<file path="src/rtl/core/descending_sorted_list_top_defines.svh">
`ifndef DESCENDING_SORTED_LIST_TOP_DEFINES_SVH
`define DESCENDING_SORTED_LIST_TOP_DEFINES_SVH

// same-cycle implication, checked out of reset
`define DSL_ASSERT_NOW(lbl, clk, rstn, ante, cons, msg) \
	lbl: assert property (@(posedge clk) disable iff (!rstn) (ante) |-> (cons)) \
		else $error(msg);

// next-cycle implication, checked out of reset
`define DSL_ASSERT_NEXT(lbl, clk, rstn, ante, cons, msg) \
	lbl: assert property (@(posedge clk) disable iff (!rstn) (ante) |=> (cons)) \
		else $error(msg);

`endif

</file>
<file path="src/rtl/core/dsl_pkg.sv">
package dsl_pkg;

	localparam int DATA_W        = 32;
	localparam int DEPTH_DEFAULT = 16;

	localparam logic [1:0] CMD_INSERT = 2'd0;
	localparam logic [1:0] CMD_DELETE = 2'd1;
	localparam logic [1:0] CMD_READ   = 2'd2;

	localparam logic [1:0] ST_OK    = 2'd0;
	localparam logic [1:0] ST_FULL  = 2'd1;
	localparam logic [1:0] ST_EMPTY = 2'd2;

	typedef struct packed {
		logic [1:0]               status;
		logic [4:0]               entry_count;
		logic [4:0]               removed_count;
		logic signed [DATA_W-1:0] read_value;
	} result_t;

endpackage

</file>
<file path="src/rtl/core/dsl_mem.sv">
module dsl_mem #(
	parameter int DEPTH = dsl_pkg::DEPTH_DEFAULT
) (
	input  logic                              clk,
	input  logic                              wr_en,
	input  logic [$clog2(DEPTH)-1:0]          wr_addr,
	input  logic signed [dsl_pkg::DATA_W-1:0] wr_data,
	input  logic                              rd_en,
	input  logic [$clog2(DEPTH)-1:0]          rd_addr,
	output logic signed [dsl_pkg::DATA_W-1:0] rd_data
);

	logic signed [dsl_pkg::DATA_W-1:0] mem [DEPTH];

	always_ff @(posedge clk) begin
		if (wr_en) begin
			mem[wr_addr] <= wr_data;
		end
		if (rd_en) begin
			rd_data <= mem[rd_addr];
		end
	end

endmodule

</file>
<file path="src/rtl/core/dsl_seq.sv">
`include "descending_sorted_list_top_defines.svh"

module dsl_seq #(
	parameter int DEPTH = dsl_pkg::DEPTH_DEFAULT
) (
	input  logic                              clk,
	input  logic                              arst_n,
	input  logic                              in_valid,
	output logic                              in_ready,
	input  logic [1:0]                        in_cmd,
	input  logic signed [dsl_pkg::DATA_W-1:0] in_value,
	input  logic [3:0]                        in_pos,
	output logic                              res_valid,
	input  logic                              res_ready,
	output dsl_pkg::result_t                  res,
	output logic                              mem_wr_en,
	output logic [$clog2(DEPTH)-1:0]          mem_wr_addr,
	output logic signed [dsl_pkg::DATA_W-1:0] mem_wr_data,
	output logic                              mem_rd_en,
	output logic [$clog2(DEPTH)-1:0]          mem_rd_addr,
	input  logic signed [dsl_pkg::DATA_W-1:0] mem_rd_data
);

	localparam int AW = $clog2(DEPTH);
	localparam int CW = $clog2(DEPTH + 1);

	localparam logic [2:0] S_IDLE    = 3'd0;
	localparam logic [2:0] S_START   = 3'd1;
	localparam logic [2:0] S_INS_CHK = 3'd2;
	localparam logic [2:0] S_DEL_CHK = 3'd3;
	localparam logic [2:0] S_RD_CHK  = 3'd4;
	localparam logic [2:0] S_DONE    = 3'd5;

	logic [2:0]                        state_q;
	logic [CW-1:0]                     held_q;
	logic [1:0]                        cmd_q;
	logic signed [dsl_pkg::DATA_W-1:0] val_q;
	logic [3:0]                        pos_q;
	logic [CW-1:0]                     ptr_q;
	logic [AW-1:0]                     rdi_q;
	logic [CW-1:0]                     wri_q;
	logic [CW-1:0]                     rem_q;
	logic [1:0]                        status_q;
	logic signed [dsl_pkg::DATA_W-1:0] rdval_q;

	logic is_full;
	logic is_empty;
	logic pos_hit;
	logic ins_stop;
	logic del_match;
	logic del_last;

	assign is_full   = (held_q == CW'(DEPTH));
	assign is_empty  = (held_q == '0);
	assign pos_hit   = (32'(pos_q) < 32'(held_q)) && (32'(pos_q) < 32'(DEPTH));
	assign ins_stop  = (ptr_q == '0) || (mem_rd_data > val_q);
	assign del_match = (mem_rd_data == val_q);
	assign del_last  = ((CW'(rdi_q) + CW'(1)) == held_q);

	assign in_ready  = (state_q == S_IDLE);
	assign res_valid = (state_q == S_DONE);

	assign res.status        = status_q;
	assign res.entry_count   = 5'(held_q);
	assign res.removed_count = 5'(rem_q);
	assign res.read_value    = rdval_q;

	always_comb begin
		mem_wr_en   = 1'b0;
		mem_wr_addr = '0;
		mem_wr_data = val_q;
		mem_rd_en   = 1'b0;
		mem_rd_addr = '0;
		case (state_q)
			S_START: begin
				case (cmd_q)
					dsl_pkg::CMD_INSERT: begin
						if (is_empty) begin
							mem_wr_en = 1'b1;
						end else if (!is_full) begin
							mem_rd_en   = 1'b1;
							mem_rd_addr = AW'(held_q - CW'(1));
						end
					end
					dsl_pkg::CMD_DELETE: begin
						mem_rd_en = !is_empty;
					end
					dsl_pkg::CMD_READ: begin
						mem_rd_en   = pos_hit;
						mem_rd_addr = AW'(pos_q);
					end
					default: ;
				endcase
			end
			S_INS_CHK: begin
				mem_wr_en   = 1'b1;
				mem_wr_addr = AW'(ptr_q);
				if (!ins_stop) begin
					mem_wr_data = mem_rd_data;
					if (ptr_q > CW'(1)) begin
						mem_rd_en   = 1'b1;
						mem_rd_addr = AW'(ptr_q - CW'(2));
					end
				end
			end
			S_DEL_CHK: begin
				mem_wr_en   = !del_match;
				mem_wr_addr = AW'(wri_q);
				mem_wr_data = mem_rd_data;
				if (!del_last) begin
					mem_rd_en   = 1'b1;
					mem_rd_addr = rdi_q + AW'(1);
				end
			end
			default: ;
		endcase
	end

	always_ff @(posedge clk or negedge arst_n) begin
		if (!arst_n) begin
			state_q <= S_IDLE;
			held_q  <= '0;
		end else begin
			case (state_q)
				S_IDLE: begin
					if (in_valid) begin
						state_q <= S_START;
					end
				end
				S_START: begin
					case (cmd_q)
						dsl_pkg::CMD_INSERT: begin
							if (is_full) begin
								state_q <= S_DONE;
							end else if (is_empty) begin
								held_q  <= CW'(1);
								state_q <= S_DONE;
							end else begin
								state_q <= S_INS_CHK;
							end
						end
						dsl_pkg::CMD_DELETE: begin
							state_q <= is_empty ? S_DONE : S_DEL_CHK;
						end
						dsl_pkg::CMD_READ: begin
							state_q <= pos_hit ? S_RD_CHK : S_DONE;
						end
						default: begin
							state_q <= S_DONE;
						end
					endcase
				end
				S_INS_CHK: begin
					if (ins_stop) begin
						held_q  <= held_q + CW'(1);
						state_q <= S_DONE;
					end
				end
				S_DEL_CHK: begin
					if (del_last) begin
						held_q  <= del_match ? wri_q : wri_q + CW'(1);
						state_q <= S_DONE;
					end
				end
				S_RD_CHK: begin
					state_q <= S_DONE;
				end
				S_DONE: begin
					if (res_ready) begin
						state_q <= S_IDLE;
					end
				end
				default: begin
					state_q <= S_IDLE;
				end
			endcase
		end
	end

	always_ff @(posedge clk) begin
		case (state_q)
			S_IDLE: begin
				cmd_q <= in_cmd;
				val_q <= in_value;
				pos_q <= in_pos;
			end
			S_START: begin
				status_q <= dsl_pkg::ST_OK;
				rem_q    <= '0;
				rdval_q  <= '0;
				ptr_q    <= held_q;
				rdi_q    <= '0;
				wri_q    <= '0;
				if (cmd_q == dsl_pkg::CMD_INSERT && is_full) begin
					status_q <= dsl_pkg::ST_FULL;
				end
				if (cmd_q == dsl_pkg::CMD_READ && !pos_hit) begin
					status_q <= dsl_pkg::ST_EMPTY;
				end
			end
			S_INS_CHK: begin
				if (!ins_stop) begin
					ptr_q <= ptr_q - CW'(1);
				end
			end
			S_DEL_CHK: begin
				if (del_match) begin
					rem_q <= rem_q + CW'(1);
				end else begin
					wri_q <= wri_q + CW'(1);
				end
				rdi_q <= rdi_q + AW'(1);
			end
			S_RD_CHK: begin
				rdval_q <= mem_rd_data;
			end
			default: ;
		endcase
	end

	`DSL_ASSERT_NOW(a_no_port_clash, clk, arst_n, mem_rd_en && mem_wr_en,
		mem_rd_addr != mem_wr_addr, "read and write hit the same entry")
	`DSL_ASSERT_NOW(a_held_bound, clk, arst_n, 1'b1, held_q <= CW'(DEPTH),
		"entry count above depth")
	`DSL_ASSERT_NOW(a_full_no_write, clk, arst_n,
		state_q == S_START && cmd_q == dsl_pkg::CMD_INSERT && is_full,
		!mem_wr_en && !mem_rd_en, "full insert touched memory")
	`DSL_ASSERT_NOW(a_compact_order, clk, arst_n, state_q == S_DEL_CHK,
		wri_q <= CW'(rdi_q), "compaction write ahead of read")
	`DSL_ASSERT_NEXT(a_read_no_count, clk, arst_n,
		state_q == S_START && cmd_q == dsl_pkg::CMD_READ,
		$stable(held_q), "read changed entry count")

endmodule

</file>
<file path="src/rtl/core/descending_sorted_list_top.sv">
// channel  role    tvalid/tready       tdata (low bit up)                    tuser
// s_*      input   s_tvalid/s_tready   value[31:0], position[35:32]          command[1:0]
// m_*      output  m_tvalid/m_tready   entry_count[4:0], removed_count[9:5],  status[1:0]
//                                      read_value[41:10]
// A beat is accepted in S_IDLE, dispatched in S_START and passed to the output register in S_DONE.
// An insert into a store neither empty nor full scans from the last entry towards the first,
// moving each entry at or below the new value up one place; delete scans every held entry;
// a read that hits reads its entry in S_RD_CHK. The single memory read port sets the scan pace.
// Reset clears the entry count and all valid flags; memory contents need no clearing.
// A result waiting on m_tready stalls the next beat only once its own work is finished.
module descending_sorted_list_top #(
	parameter int DEPTH = dsl_pkg::DEPTH_DEFAULT
) (
	input  logic        clk,
	input  logic        arst_n,
	input  logic        s_tvalid,
	output logic        s_tready,
	input  logic [39:0] s_tdata,   // value[31:0], position[35:32], zero pad
	input  logic [1:0]  s_tuser,   // command[1:0]
	output logic        m_tvalid,
	input  logic        m_tready,
	output logic [47:0] m_tdata,   // entry_count[4:0], removed_count[9:5], read_value[41:10]
	output logic [1:0]  m_tuser    // status[1:0]
);

	localparam int AW = $clog2(DEPTH);

	logic                              res_valid;
	logic                              res_ready;
	dsl_pkg::result_t                  res;
	logic                              mem_wr_en;
	logic [AW-1:0]                     mem_wr_addr;
	logic signed [dsl_pkg::DATA_W-1:0] mem_wr_data;
	logic                              mem_rd_en;
	logic [AW-1:0]                     mem_rd_addr;
	logic signed [dsl_pkg::DATA_W-1:0] mem_rd_data;
	logic                              out_valid_q;
	dsl_pkg::result_t                  out_q;

	dsl_seq #(
		.DEPTH(DEPTH)
	) u_seq (
		.clk         (clk),
		.arst_n      (arst_n),
		.in_valid    (s_tvalid),
		.in_ready    (s_tready),
		.in_cmd      (s_tuser),
		.in_value    (s_tdata[31:0]),
		.in_pos      (s_tdata[35:32]),
		.res_valid   (res_valid),
		.res_ready   (res_ready),
		.res         (res),
		.mem_wr_en   (mem_wr_en),
		.mem_wr_addr (mem_wr_addr),
		.mem_wr_data (mem_wr_data),
		.mem_rd_en   (mem_rd_en),
		.mem_rd_addr (mem_rd_addr),
		.mem_rd_data (mem_rd_data)
	);

	dsl_mem #(
		.DEPTH(DEPTH)
	) u_mem (
		.clk     (clk),
		.wr_en   (mem_wr_en),
		.wr_addr (mem_wr_addr),
		.wr_data (mem_wr_data),
		.rd_en   (mem_rd_en),
		.rd_addr (mem_rd_addr),
		.rd_data (mem_rd_data)
	);

	assign res_ready = !out_valid_q || m_tready;

	always_ff @(posedge clk or negedge arst_n) begin
		if (!arst_n) begin
			out_valid_q <= 1'b0;
		end else if (res_valid && res_ready) begin
			out_valid_q <= 1'b1;
		end else if (m_tready) begin
			out_valid_q <= 1'b0;
		end
	end

	always_ff @(posedge clk) begin
		if (res_valid && res_ready) begin
			out_q <= res;
		end
	end

	assign m_tvalid = out_valid_q;
	assign m_tuser  = out_q.status;
	assign m_tdata  = {6'd0, out_q.read_value, out_q.removed_count, out_q.entry_count};

endmodule

</file>
<file path="config.mk">
export PLATFORM = sky130hd
export DESIGN_NAME = descending_sorted_list_top
export DESIGN_NICKNAME = d
export VERILOG_FILES = /design/src/rtl/core/dsl_pkg.sv /design/src/rtl/core/dsl_mem.sv /design/src/rtl/core/dsl_seq.sv /design/src/rtl/core/descending_sorted_list_top.sv
export VERILOG_INCLUDE_DIRS = /design/src /design/src/rtl/core
export SDC_FILE = /design/constraint.sdc
export NUM_CORES = 1
export LEC_CHECK = 0
export BUFFER_PORTS_ARGS = -buffer_cell sky130_fd_sc_hd__buf_4
export CORE_AREA = 2 2 215 217
export DETAILED_ROUTE_END_ITERATION = 8
export DIE_AREA = 0 0 217 219
export PLACE_DENSITY_LB_ADDON = 0.12
export REMOVE_ABC_BUFFERS = 1
export SYNTH_ARGS = -nofsm -noshare
export SYNTH_HDL_FRONTEND = slang
export SYNTH_SLANG_ARGS = --single-unit
</file>
<file path="constraint.sdc">
create_clock -name clk -period 6.15 [get_ports clk]
set_input_delay 1.23 -clock clk [delete_from_list [all_inputs] [get_ports clk]]
set_output_delay 1.23 -clock clk [all_outputs]
set_load 0.005 [all_outputs]
</file>
==> out/metrics.yaml <==
sta:
  final-setup-viol-count: 0
  rsz0062_at_grt: "no"
  fmax_mhz: 206.9
  finalHoldViolCount: 0
  worstMarginPinSlew_ns: 1.285
  final.setup.tns_ns: 0
  fin_worst_skew_ns: 0.02388
  whs_ns: 0.4151
  fin_crit_sh_pct: 78.59
  min_period_ns: 4.833
  drv_slew: 0
  slew_headroom_pct: 13.41
synthesis:
  synth-main-ff-cell: "edfxtp_1"
  synth-edff-count: 679
  syn_area_per_cell_um2: 14.11
  ys_ff_latch: 688
  synth_top_area_share_pct: 73.37
  synth_cell_types: 53
  synth_area_leaders: "edfxtp_1 (73%), a21oi_1 (4.5%), nand2_1 (4.1%), a211o_1 (2.0%), ha_1 (2.0%)"
  syn_inst: 1970
  syn_area_um2: 27790
  yosys_warnings: 0
  yosysTopAreaCell: "edfxtp_1"
  ys_async_sr_fraction_pct: 1.308
  ys_seq_area_share_pct: 74.18
power:
  seqPwrFrac_pct: 42.7
  power.density_nw_per_um2: 520.8
  clkPwrFrac_pct: 24.3
  p_leak_nw: 10.74
  combPwrFrac_pct: 33.0
  swShare_pct: 35.14
  ir_drop_mv: 0.3822
  p_int_mw: 10.69
  power_switching_mw: 5.790
critical_path:
  end_kind: "flip-flop"
  max_stage_delay_ns: 0.61
  criticalPathCategory: "flip-flop to flip-flop"
  reg2reg_from: "u_mem.rd_data[7]"
  critPathMostFrequentCell: "a21oi_1"
  critPathLaunch: "u_mem.rd_data[7]"
  path_cells: "ha_1 > a21oi_1 > o21ai_0 > a221oi_1 > nor3b_1 > or4_1 > a21boi_2 > nor3_2 > a21oi_1 > or2_2 > buf_4 > a211o_1 > nand3_1"
  start_kind: "flip-flop"
  worst-path-buf-inv: 1
  cp_max_fo: 26
  crit_arrival_ns: 5.17
  required_ns: 6.48
  critPathSlowestCell: "a221oi_1"
  crit_family: "compound AO/OA/AOI/OAI gates"
cells_and_area:
  nNetsFinal: 2166
  post-route-util_pct: 70.17
  multiInputGateArea_um2: 6660
  num-fill-cells: 3015
  final_cell_mix: "edfxtp_1 (679), nand2_1 (300), a21oi_1 (249), buf_4 (146), clkbuf_16 (72)"
  area_growth_pct: 13.85
  drive_gt1_share_pct: 13.39
  final-seq-area_um2: 20610
  num_antenna_cells: 0
  layout.cells.non_filler: 2728
  final_common_cell: "edfxtp_1"
clocking:
  cts_buffers: 70
  cts_buffer_depth: 3
  ctsResizeCount: 0
  path_clk_slew_ns: 0.06
  htreeDepth: 3
  cts_tree: "yes"
  cts-root-buf: "clkbuf_16"
  post-cts-setup-buffers: 0
  clk_latency_ns: 0.61
  clock-sinks: 688
  holdBufCountCts: 0
global_route:
  antenna_found_initial: 0
  grt_busiest_layer: "met2"
  grt_pass1_wl_um: 101500
  use_met3_pct: 4.851
  grt_max_degree: 127
  overflow: 0
  grt_use_met2_pct: 47.91
  grt_pass1_vias: 16696
  track_usage_pct: 29.13
  grtUsageMet1_pct: 38.96
floorplanning:
  core_um2: 45090
  start_util_pct: 61.64
  die_w_um: 217
  die_area_um2: 47520
  die_y_um: 219
  io_pins: 98
  num_rows: 78
place:
  hpwl_um: 36990
  dp.cells: 2603
  finalWeightedCongestion: 0.8592
  port_buffers: 87
hold_path:
  hold_path_startpoint: "u_seq.rdval_q[7]"
  hp-class: "flip-flop to flip-flop"
drt:
  drcViolationCount: 0
  vias: 17124
  viasPerCell: 6.277
  drt-wirelength-per-cell_um: 25.11
  dr.pass1.iters: 8
  drtIter0Drc: 1939
  ant_nets: 0
  drt-total-wl_um: 68500
run_status:
  status: "complete, no violations"
job:
  cap_viol_max_count: 0
==> area by class of cell <==
class	count	share of cell area (%)
clock buffer	85	5.849
clock inverter	40	0.9412
inverter	45	0.5339
multi-input combinational	1114	21.05
sequential	688	65.16
tap	600	2.373
timing repair buffer	156	4.097
==> power groups by stage <==
stage / sequential, mW / clock, mW / combinational [mW]
2_1_floorplan: 7.02 / 0 / 3.63
3_3_place_gp: 7.10 / 0 / 5.18
3_5_place_dp: 7.12 / 0 / 5.37
4_1_cts: 7.03 / 4.05 / 5.41
5_1_grt: 7.10 / 4.23 / 5.96
6_report: 7.04 / 4.01 / 5.43
==> through the flow <==
step	power (mW)	setup slack, ns	instance area [um^2]
after global placement	12.29	1.495	29490
after detailed placement	12.49	1.368	29490
after floorplan	10.65	-5.607	27240
final	16.48	1.317	31640
after CTS	16.49	1.357	31640
after global routing	17.29	1.026	31640
==> synthesized netlist by cell type, types with 3 or more instances <==
cell and instances:
a211o_1 65, a211oi_1 3, a21boi_0 4, a21o_1 67, a21oi_1 249, a22o_1 4
a22oi_1 64, a31o_2 3, a31oi_1 4, a32oi_1 32, and2_1 32, and3_1 7
buf_1 3, buf_2 46, buf_4 7, clkbuf_1 72, dfrtp_1 9, edfxtp_1 679
ha_1 45, inv_1 45, nand2_1 301, nand2b_1 5, nand3_1 43, nand4_1 10
nor2_1 49, nor2b_1 4, nor3_1 8, o21a_1 5, o21ai_0 53, o31ai_1 6
or2_2 3, xnor2_1 8, xor2_1 8
==> worst register-to-register path, delay by kind of cell (launching register included) <==
kind                     cells  cell delay (ns)
AO/OA/AOI/OAI                6             1.92
AND/OR/NAND/NOR              5             1.28
buffers and inverters        1             0.50
flip-flops                   1             0.50
adder cells (fa/ha/maj)      1             0.39
==> path summary, 6_finish.rpt <==
check                                         to  slack (ns)  depth (start not counted)
worst max-delay path            u_mem.rd_data[7]        1.32                         13
worst min-delay path                 m_tdata[17]        0.42                          0
worst max register to register  u_mem.rd_data[7]        1.32                         13
worst min register to register       m_tdata[17]        0.42                          0
max in group asynchronous        u_seq.held_q[2]        5.56                          1
min in group asynchronous        u_seq.held_q[0]        0.45                          1
==> cells by family after synthesis <==
kind of cell	after synthesis	synth area share, %
AOI/OAI and AO/OA	572	13.24
xor gates and xnor gates	16	0.5043
adders and majority gates	45	2.026
buffers and inverters	173	2.638
DFF	688	74.18
muxes	3	0.1126
other	1	0.01349
and+or+nand+nor	472	7.285
==> layer usage <==
| layer | vias to the layer above | routed length, um |
|---|---|---|
| li1 | 7672 | - |
| met4 | 0 | 2592 |
| met1 | 8449 | 26440 |
| met5 | - | 0 |
| met2 | 848 | 33450 |
| met3 | 155 | 6017 |
==> flip-flops by register name, indices dropped and copies added, names as in the netlist <==
name and cells:
u_seq.val_q 32, u_seq.rdi_q 4, u_seq.state_q 3, m_tdata 42, u_mem.mem 512, u_seq.rem_q 5, u_seq.ptr_q 5, u_seq.status_q 2
u_seq.pos_q 4, u_mem.rd_data 32, u_seq.held_q 5, u_seq.rdval_q 32, u_seq.wri_q 5, m_tvalid 1, u_seq.cmd_q 2, m_tuser 2
Note: power is estimated with default switching activity, not from simulation.
